===== src/design/datediff_pkg.sv =====
`timescale 1ns / 1ps
// ----------------------------------------------------------------------------
// datediff_pkg: shared types, constants and calendar tables
// Beat structs for both channels, stage advance struct, month tables.
// ----------------------------------------------------------------------------
package datediff_pkg;

	localparam int unsigned DAY_W    = 5;
	localparam int unsigned MON_W    = 4;
	localparam int unsigned YEAR_W   = 14;
	localparam int unsigned DNUM_W   = 23;
	localparam int unsigned DIFF_W   = 23;
	localparam int unsigned WIDE_W   = 25;
	localparam int unsigned MDAY_W   = 9;
	localparam int unsigned CORR_W   = YEAR_W - 2;
	localparam int unsigned QUO_W    = 8;
	localparam int unsigned REM_W    = 7;
	localparam int unsigned PROD_W   = 27;
	// floor(y / 100) = (y * RECIP100) >> RECIP_SH, exact for 14-bit y
	localparam int unsigned RECIP100 = 5243;
	localparam int unsigned RECIP_SH = 19;

	localparam logic [MON_W-1:0] MON_JAN = 4'd1;
	localparam logic [MON_W-1:0] MON_FEB = 4'd2;
	localparam logic [MON_W-1:0] MON_DEC = 4'd12;

	localparam logic signed [WIDE_W-1:0] SAT_HI = 25'sd4194303;
	localparam logic signed [WIDE_W-1:0] SAT_LO = -25'sd4194303;

	typedef struct packed {
		logic [DAY_W-1:0]  first_day;
		logic [MON_W-1:0]  first_month;
		logic [YEAR_W-1:0] first_year;
		logic [DAY_W-1:0]  second_day;
		logic [MON_W-1:0]  second_month;
		logic [YEAR_W-1:0] second_year;
		logic              include_end_day;
	} datediff_req_t;

	typedef struct packed {
		logic signed [DIFF_W-1:0] day_difference;
		logic                     date_invalid;
	} datediff_rsp_t;

	typedef struct packed {
		logic s1;
		logic s2;
		logic s3;
	} datediff_adv_t;

	// days in month, February as a common year; zero for a bad month
	function automatic logic [DAY_W-1:0] month_len(input logic [MON_W-1:0] m);
		logic [DAY_W-1:0] r;
		case (m)
			4'd1:    r = 5'd31;
			4'd2:    r = 5'd28;
			4'd3:    r = 5'd31;
			4'd4:    r = 5'd30;
			4'd5:    r = 5'd31;
			4'd6:    r = 5'd30;
			4'd7:    r = 5'd31;
			4'd8:    r = 5'd31;
			4'd9:    r = 5'd30;
			4'd10:   r = 5'd31;
			4'd11:   r = 5'd30;
			4'd12:   r = 5'd31;
			default: r = 5'd0;
		endcase
		return r;
	endfunction

	// days in the months before m, common year
	function automatic logic [MDAY_W-1:0] cum_days(input logic [MON_W-1:0] m);
		logic [MDAY_W-1:0] r;
		case (m)
			4'd1:    r = 9'd0;
			4'd2:    r = 9'd31;
			4'd3:    r = 9'd59;
			4'd4:    r = 9'd90;
			4'd5:    r = 9'd120;
			4'd6:    r = 9'd151;
			4'd7:    r = 9'd181;
			4'd8:    r = 9'd212;
			4'd9:    r = 9'd243;
			4'd10:   r = 9'd273;
			4'd11:   r = 9'd304;
			4'd12:   r = 9'd334;
			default: r = 9'd0;
		endcase
		return r;
	endfunction

endpackage


===== src/design/datediff_lane.sv =====
`timescale 1ns / 1ps
// ----------------------------------------------------------------------------
// datediff_lane: date to day number
// Three stages: multiplies, leap year and validity, final sum.
// Day 1 is 1 January of year 1.
// ----------------------------------------------------------------------------
module datediff_lane #(
	parameter int unsigned MAX_YEAR = 9999
) (
	input  logic                                clk,
	input  datediff_pkg::datediff_adv_t         adv,
	input  logic [datediff_pkg::DAY_W-1:0]      day,
	input  logic [datediff_pkg::MON_W-1:0]      month,
	input  logic [datediff_pkg::YEAR_W-1:0]     year,
	output logic [datediff_pkg::DNUM_W-1:0]     dnum,
	output logic                                ok
);
	import datediff_pkg::*;

	logic [YEAR_W-1:0] p_in;
	logic [DNUM_W-1:0] p365;
	logic [PROD_W-1:0] prod;

	logic [DAY_W-1:0]  day_s1;
	logic [MON_W-1:0]  month_s1;
	logic [YEAR_W-1:0] year_s1;
	logic [DNUM_W-1:0] p365_s1;
	logic [PROD_W-1:0] prod_s1;

	logic [YEAR_W-1:0] p_1;
	logic [QUO_W-1:0]  quo;
	logic [YEAR_W-1:0] rem_full;
	logic [REM_W-1:0]  rem;
	logic              leap;
	logic [DAY_W-1:0]  dim;
	logic              ok_c;
	logic [QUO_W-1:0]  c100;
	logic [CORR_W-1:0] corr;
	logic [MDAY_W-1:0] mday;

	logic [DNUM_W-1:0] p365_s2;
	logic [CORR_W-1:0] corr_s2;
	logic [MDAY_W-1:0] mday_s2;
	logic              ok_s2;

	logic [DNUM_W-1:0] dnum_s3;
	logic              ok_s3;

	assign p_in = year - YEAR_W'(1);
	assign p365 = DNUM_W'(p_in) * DNUM_W'(365);
	assign prod = PROD_W'(year) * PROD_W'(RECIP100);

	always_ff @(posedge clk) begin
		if (adv.s1) begin
			day_s1   <= day;
			month_s1 <= month;
			year_s1  <= year;
			p365_s1  <= p365;
			prod_s1  <= prod;
		end
	end

	always_comb begin
		p_1      = year_s1 - YEAR_W'(1);
		quo      = prod_s1[RECIP_SH +: QUO_W];
		rem_full = year_s1 - YEAR_W'(quo) * YEAR_W'(100);
		rem      = rem_full[REM_W-1:0];
		leap     = ((year_s1[1:0] == 2'b00) && (rem != '0)) ||
		           ((rem == '0) && (quo[1:0] == 2'b00));
		dim      = month_len(month_s1) + DAY_W'(month_s1 == MON_FEB && leap);
		ok_c     = (year_s1 != '0) && ((YEAR_W+1)'(year_s1) <= (YEAR_W+1)'(MAX_YEAR)) &&
		           (month_s1 >= MON_JAN) && (month_s1 <= MON_DEC) &&
		           (day_s1 != '0) && (day_s1 <= dim);
		// floor((y-1)/100) from floor(y/100)
		c100     = quo - QUO_W'(rem == '0);
		corr     = CORR_W'(p_1 >> 2) - CORR_W'(c100) + CORR_W'(c100 >> 2);
		mday     = cum_days(month_s1) + MDAY_W'(leap && (month_s1 > MON_FEB)) +
		           MDAY_W'(day_s1);
	end

	always_ff @(posedge clk) begin
		if (adv.s2) begin
			p365_s2 <= p365_s1;
			corr_s2 <= corr;
			mday_s2 <= mday;
			ok_s2   <= ok_c;
		end
	end

	always_ff @(posedge clk) begin
		if (adv.s3) begin
			dnum_s3 <= p365_s2 + DNUM_W'(corr_s2) + DNUM_W'(mday_s2);
			ok_s3   <= ok_s2;
		end
	end

	assign dnum = dnum_s3;
	assign ok   = ok_s3;

endmodule


===== src/design/datediff_merge.sv =====
`timescale 1ns / 1ps
// ----------------------------------------------------------------------------
// datediff_merge: combine lane day numbers
// Subtract, apply end-day inclusion, saturate, zero on invalid date.
// Holds the output register.
// ----------------------------------------------------------------------------
module datediff_merge (
	input  logic                             clk,
	input  logic                             en,
	input  logic [datediff_pkg::DNUM_W-1:0]  dnum_a,
	input  logic [datediff_pkg::DNUM_W-1:0]  dnum_b,
	input  logic                             ok_a,
	input  logic                             ok_b,
	input  logic                             inc,
	output datediff_pkg::datediff_rsp_t      rsp
);
	import datediff_pkg::*;

	logic signed [WIDE_W-1:0] a_x;
	logic signed [WIDE_W-1:0] b_x;
	logic signed [WIDE_W-1:0] wide;
	logic signed [WIDE_W-1:0] adj;
	logic signed [WIDE_W-1:0] sat;
	datediff_rsp_t            rsp_c;
	datediff_rsp_t            rsp_s4;

	always_comb begin
		a_x  = {{(WIDE_W-DNUM_W){1'b0}}, dnum_a};
		b_x  = {{(WIDE_W-DNUM_W){1'b0}}, dnum_b};
		wide = b_x - a_x;
		if (!inc) begin
			adj = wide;
		end else if (wide < 0) begin
			adj = wide - 25'sd1;
		end else begin
			adj = wide + 25'sd1;
		end
		if (adj > SAT_HI) begin
			sat = SAT_HI;
		end else if (adj < SAT_LO) begin
			sat = SAT_LO;
		end else begin
			sat = adj;
		end
		rsp_c.date_invalid   = !(ok_a && ok_b);
		rsp_c.day_difference = (ok_a && ok_b) ? sat[DIFF_W-1:0] : '0;
	end

	always_ff @(posedge clk) begin
		if (en) begin
			rsp_s4 <= rsp_c;
		end
	end

	assign rsp = rsp_s4;

endmodule


===== src/design/date_difference_in_days.sv =====
`timescale 1ns / 1ps
// ----------------------------------------------------------------------------
// date_difference_in_days: signed Gregorian day count between two dates
//
//   channel | valid      | stall      | beat
//   --------+------------+------------+---------------------------------
//   input   | date_valid | date_stall | date : datediff_req_t (two dates)
//   output  | diff_valid | diff_stall | diff : datediff_rsp_t
//
// One beat per cycle in and out while diff_stall is low. A beat passes three lane
// stages (multiply, leap/validity, sum) and then the merge output register.
// Each stage holds only while the next one is full and held, so empty stages
// keep taking beats while a result waits at the output.
// Reset clears the stage valid bits only; the data registers are not reset.
// ----------------------------------------------------------------------------
module date_difference_in_days #(
	parameter int unsigned MAX_YEAR = 9999
) (
	input  logic                         clk,
	input  logic                         arst_n,
	input  logic                         date_valid,
	output logic                         date_stall,
	input  datediff_pkg::datediff_req_t  date,
	output logic                         diff_valid,
	input  logic                         diff_stall,
	output datediff_pkg::datediff_rsp_t  diff
);
	import datediff_pkg::*;

	logic          vld_s1, vld_s2, vld_s3, vld_s4;
	logic          inc_s1, inc_s2, inc_s3;
	logic          en4;
	datediff_adv_t adv;

	logic [DNUM_W-1:0] dnum_a, dnum_b;
	logic              ok_a, ok_b;

	assign en4    = !vld_s4 || !diff_stall;
	assign adv.s3 = !vld_s3 || en4;
	assign adv.s2 = !vld_s2 || adv.s3;
	assign adv.s1 = !vld_s1 || adv.s2;

	assign date_stall = !adv.s1;
	assign diff_valid = vld_s4;

	always_ff @(posedge clk or negedge arst_n) begin
		if (!arst_n) begin
			vld_s1 <= 1'b0;
			vld_s2 <= 1'b0;
			vld_s3 <= 1'b0;
			vld_s4 <= 1'b0;
		end else begin
			if (adv.s1) vld_s1 <= date_valid;
			if (adv.s2) vld_s2 <= vld_s1;
			if (adv.s3) vld_s3 <= vld_s2;
			if (en4)    vld_s4 <= vld_s3;
		end
	end

	always_ff @(posedge clk) begin
		if (adv.s1) inc_s1 <= date.include_end_day;
		if (adv.s2) inc_s2 <= inc_s1;
		if (adv.s3) inc_s3 <= inc_s2;
	end

	datediff_lane #(
		.MAX_YEAR(MAX_YEAR)
	) u_lane_a (
		.clk   (clk),
		.adv   (adv),
		.day   (date.first_day),
		.month (date.first_month),
		.year  (date.first_year),
		.dnum  (dnum_a),
		.ok    (ok_a)
	);

	datediff_lane #(
		.MAX_YEAR(MAX_YEAR)
	) u_lane_b (
		.clk   (clk),
		.adv   (adv),
		.day   (date.second_day),
		.month (date.second_month),
		.year  (date.second_year),
		.dnum  (dnum_b),
		.ok    (ok_b)
	);

	datediff_merge u_merge (
		.clk    (clk),
		.en     (en4),
		.dnum_a (dnum_a),
		.dnum_b (dnum_b),
		.ok_a   (ok_a),
		.ok_b   (ok_b),
		.inc    (inc_s3),
		.rsp    (diff)
	);

	a_invalid_zero: assert property (@(posedge clk) disable iff (!arst_n)
		diff_valid && diff.date_invalid |-> diff.day_difference == '0)
		else $error("invalid date with nonzero difference");

	a_no_min_code: assert property (@(posedge clk) disable iff (!arst_n)
		diff_valid |-> diff.day_difference != 23'h400000)
		else $error("difference outside saturation range");

	a_stall_full: assert property (@(posedge clk) disable iff (!arst_n)
		date_stall |-> vld_s1 && vld_s2 && vld_s3 && vld_s4)
		else $error("input stalled with an empty stage");

	a_accept_s1: assert property (@(posedge clk) disable iff (!arst_n)
		date_valid && !date_stall |=> vld_s1)
		else $error("accepted beat missing from first stage");

endmodule

===== config.mk =====
export PLATFORM = sky130hd
export DESIGN_NAME = date_difference_in_days
export DESIGN_NICKNAME = d
export VERILOG_FILES = /design/src/design/datediff_pkg.sv /design/src/design/datediff_lane.sv /design/src/design/datediff_merge.sv /design/src/design/date_difference_in_days.sv
export SDC_FILE = /design/constraint.sdc
export NUM_CORES = 1
export LEC_CHECK = 0
export ABC_AREA = 1
export BUFFER_PORTS_ARGS = -buffer_cell sky130_fd_sc_hd__clkbuf_2
export CORE_MARGIN = 1.5
export CORE_UTILIZATION = 59
export CTS_CLUSTER_DIAMETER = 200
export CTS_CLUSTER_SIZE = 8
export DETAILED_ROUTE_END_ITERATION = 10
export GPL_TIMING_DRIVEN = 0
export PLACE_DENSITY = 0.77
export SLEW_MARGIN = 15
export SYNTH_ARGS = -nofsm -noshare
export SYNTH_HDL_FRONTEND = slang
export SYNTH_HIERARCHICAL = 1
export SYNTH_SLANG_ARGS = --single-unit

===== constraint.sdc =====
create_clock -name clk -period 4.34 [get_ports clk]
set_clock_uncertainty 0.1 [all_clocks]
set_input_delay 0.217 -clock clk [delete_from_list [all_inputs] [get_ports clk]]
set_output_delay 0.217 -clock clk [all_outputs]
set_load 0.05 [all_outputs]

==> flow_metrics.env <==
export IMPL_grtUsageTotal_pct=27.18
export IMPL_stdcell_area_um2=39450
export IMPL_die_y_um=238.4
export IMPL_routabilityCongestion=0.9668
export IMPL_drt_pass1_iterations=9
export IMPL_period_needed_ps=4531
export IMPL_status="complete, but fails checks"
export IMPL_diodes=0
export IMPL_yosys_register_bits=301
export IMPL_final_cell_count_no_fill=4896
export IMPL_reg2reg_slack_ps=-190
export IMPL_die_w_um=238.4
export IMPL_cp_end_kind="register"
export IMPL_cp_endpoint="u_lane_b/corr_s2[10]"
export IMPL_dp_cells=4657
export IMPL_rr_worst_depth=23
export IMPL_setup_tns_final_ps=-1554
export IMPL_yosysWarnings=6
export IMPL_cp_required_ps=4540
export IMPL_wl_per_cell_um=17.14
export IMPL_via_per_inst=5.445
export IMPL_fill_cells=3766
export IMPL_dpl_hpwl_mm=59.17
export IMPL_drive_gt1_share_pct=18.54
export IMPL_setup_viol=21
export IMPL_drv_slew=0
export IMPL_critPathKind="register to register"
export IMPL_cts_path_max_buffers=3
export IMPL_synthFlopType="edfxtp_1"
export IMPL_crit_fanout=4
export IMPL_slew_headroom_pct=40.00
export IMPL_antenna_found_initial=0
export IMPL_cap_violations=0
export IMPL_yosysTopAreaCell="edfxtp_1"
export IMPL_synth_top_cell_area_share_pct=25.07
export IMPL_cts_sinks=301
export IMPL_worst_endpoint_arrival_ps=4730
export IMPL_ant_nets=0
export IMPL_cts_buffers=43
export IMPL_hold_viol=0
export IMPL_coreArea_um2=54990
export IMPL_worstMarginPinSlew_ps=890.6
export IMPL_grt_pass1_vias=25730
export IMPL_yosysUniqueCellTypes=58
export IMPL_grt_setup_unrepaired="yes"
export IMPL_avgSynthCellArea_um2=8.540
export IMPL_violations="DRC, setup timing"
export IMPL_area_growth_pct=20.64
export IMPL_pre_cts_ws_ps=-879.7
export IMPL_r2r_end="u_lane_b/corr_s2[10]"
export IMPL_htreeDepth=2
export IMPL_syn_num_nets=4613
export IMPL_clock_latency_ps=560
export IMPL_r2r_start="u_lane_b/prod_s1[22]"
export IMPL_ys_async_sr_fraction_pct=1.329
export IMPL_cp_startpoint="u_lane_b/prod_s1[22]"
export IMPL_wirelength_mm=83.94
export IMPL_min_path_type="input pin to register"
export IMPL_fin_ws_ps=-190.5
export IMPL_placed_area_um2=34660
export IMPL_pin_count=77
export IMPL_die_area_um2=56850
export IMPL_drtIter0Drc=1803
export IMPL_synth_edf_count=273
export IMPL_clockRootBuffer="clkbuf_16"
export IMPL_path_clk_slew_ps=50
export IMPL_fmax_ghz=0.2207
export IMPL_period_share_pct=104.4
export IMPL_start_util_pct=59.47
export IMPL_syn_inst=3829
export IMPL_grt_pass1_wl_mm=124.0
export IMPL_startpoint_type="register"
export IMPL_drc_errors=1
export IMPL_rows=86
export IMPL_synth_top_cells_by_area="edfxtp_1 25%, ha_1 19%, fa_1 15%, inv_1 9.6%, nand2_1 9.1%"
export IMPL_syn_cell_area_um2=32700
export IMPL_grt_overflow=0
export IMPL_layout_common_cells="770 x inv_1, 705 x nand2_1, 394 x ha_1"
export IMPL_grt_max_degree=57
export IMPL_ys_seq_area_share_pct=26.84
export IMPL_vias=26660
export IMPL_layout_nets=4907
export IMPL_final_common_cell="inv_1"
export IMPL_cts_tree="yes"
export IMPL_port_buffers=76
[routing by layer]
metal | GRT usage (%) | wire length (um)
met1 | 33.33 | 33340
met2 | 48.46 | 42060
met3 | 3.366 | 4274
met4 | 11.03 | 4260
met5 | 0 | 0
[metrics by stage]
stage	utilization, %	hold slack, ps
6_report	71.75	30.32
5_1_grt	71.75	32.27
4_1_cts	68.06	2.007
3_5_place_dp	63.04	-71.29
3_3_place_gp	62.84	-73.44
2_1_floorplan	-	-178.6
[cell type report]
| type | instances | area, um2 | share of cell area [%] |
|---|---|---|---|
| buffer | 11 | 85.08 | 0.2157 |
| inverter | 849 | 3261 | 8.265 |
| tap | 748 | 935.9 | 2.372 |
| clock buffer | 67 | 1166 | 2.956 |
| timing repair buffer | 250 | 2106 | 5.338 |
| sequential | 301 | 8778 | 22.25 |
| clock inverter | 3 | 33.78 | 0.08563 |
| multi-input combinational | 2667 | 23080 | 58.52 |
[worst min-delay path by stage]
stage | startpoint | end | cells past startpoint
2_1_floorplan | arst_n | diff_valid | 0
3_3_place_gp | arst_n | diff_valid | 1
3_5_place_dp | arst_n | vld_s3 | 1
4_1_cts | date[32] | u_lane_a/year_s1[8] | 1
5_1_grt | date[13] | u_lane_b/year_s1[12] | 1
6_report | date[13] | u_lane_b/year_s1[12] | 1
[repair_timing]
item / 4_1_cts / 5_1_grt
hold endpoints to repair: 50 / 2
buffers inserted: 49 / 76
pin swaps: 25 / 146
endpoints found under the setup margin: 60 / 71
gates resized for setup: 145 / 333
cloned: 2 / 0
hold buffers: 43 / 2
[state kept, by name, indices dropped and copies added, names as in the netlist, 4 cells and up, named ones only]
register           count
u_lane_b/year_s1      14
u_lane_a/p365_s2      23
u_lane_b/p365_s1      23
u_lane_b/p365_s2      23
u_lane_a/day_s1        5
u_lane_a/mday_s2       9
u_lane_a/dnum         23
u_lane_a/corr_s2      12
u_lane_b/month_s1      4
u_lane_a/month_s1      4
u_lane_a/year_s1      14
u_lane_b/corr_s2      12
u_lane_b/mday_s2       9
u_lane_a/prod_s1       8
u_lane_b/dnum         23
u_lane_b/prod_s1       8
u_lane_a/p365_s1      23
u_lane_b/day_s1        5
u_merge/rsp           24
[critical path, stage by stage (launching register included)]
cell and delay (ps):
edfxtp_1 430, ha_4 300, inv_2 40, ha_4 280, nand2_2 60, o21ai_2 170
nor2_1 80, nor2_1 200, and2_4 190, ha_4 140, ha_4 150, nand3_4 130
nor3_4 160, xor2_1 180, inv_1 100, fa_1 510, inv_2 50, ha_4 300
buf_6 110, nand2_4 70, nor3_4 180, nand3_2 120, o2111ai_4 90, xor2_2 110
[cell usage after synthesis (all sizes together), types with 10 or more instances]
master  count
edfxtp    273
and2       20
inv       849
nor3       42
o21ai      85
nand3     213
a21boi     10
or2        10
fa        248
a21o       25
a21oi     183
o21bai     22
nand4      40
nor2      259
xnor2      43
ha        485
xor2      105
buf        10
dfxtp      24
nand3b     17
nand2     822
[cells by family (layout without fill, tap and decap cells)]
kind of cell	count (synthesis)	count (layout)	share of synthesized area (%)
adder cells (fa/ha/maj)	733	733	33.74
AO/OA/AOI/OAI	356	357	6.420
AND/OR/NAND/NOR	1429	1429	18.96
buffers and inverters	862	1180	10.02
XOR/XNOR	148	148	4.010
flip-flops	301	301	26.84
Power is left out: the tool's default activity adds up to more than one toggle a clock period on the data nets, which glitch-free logic cannot reach.
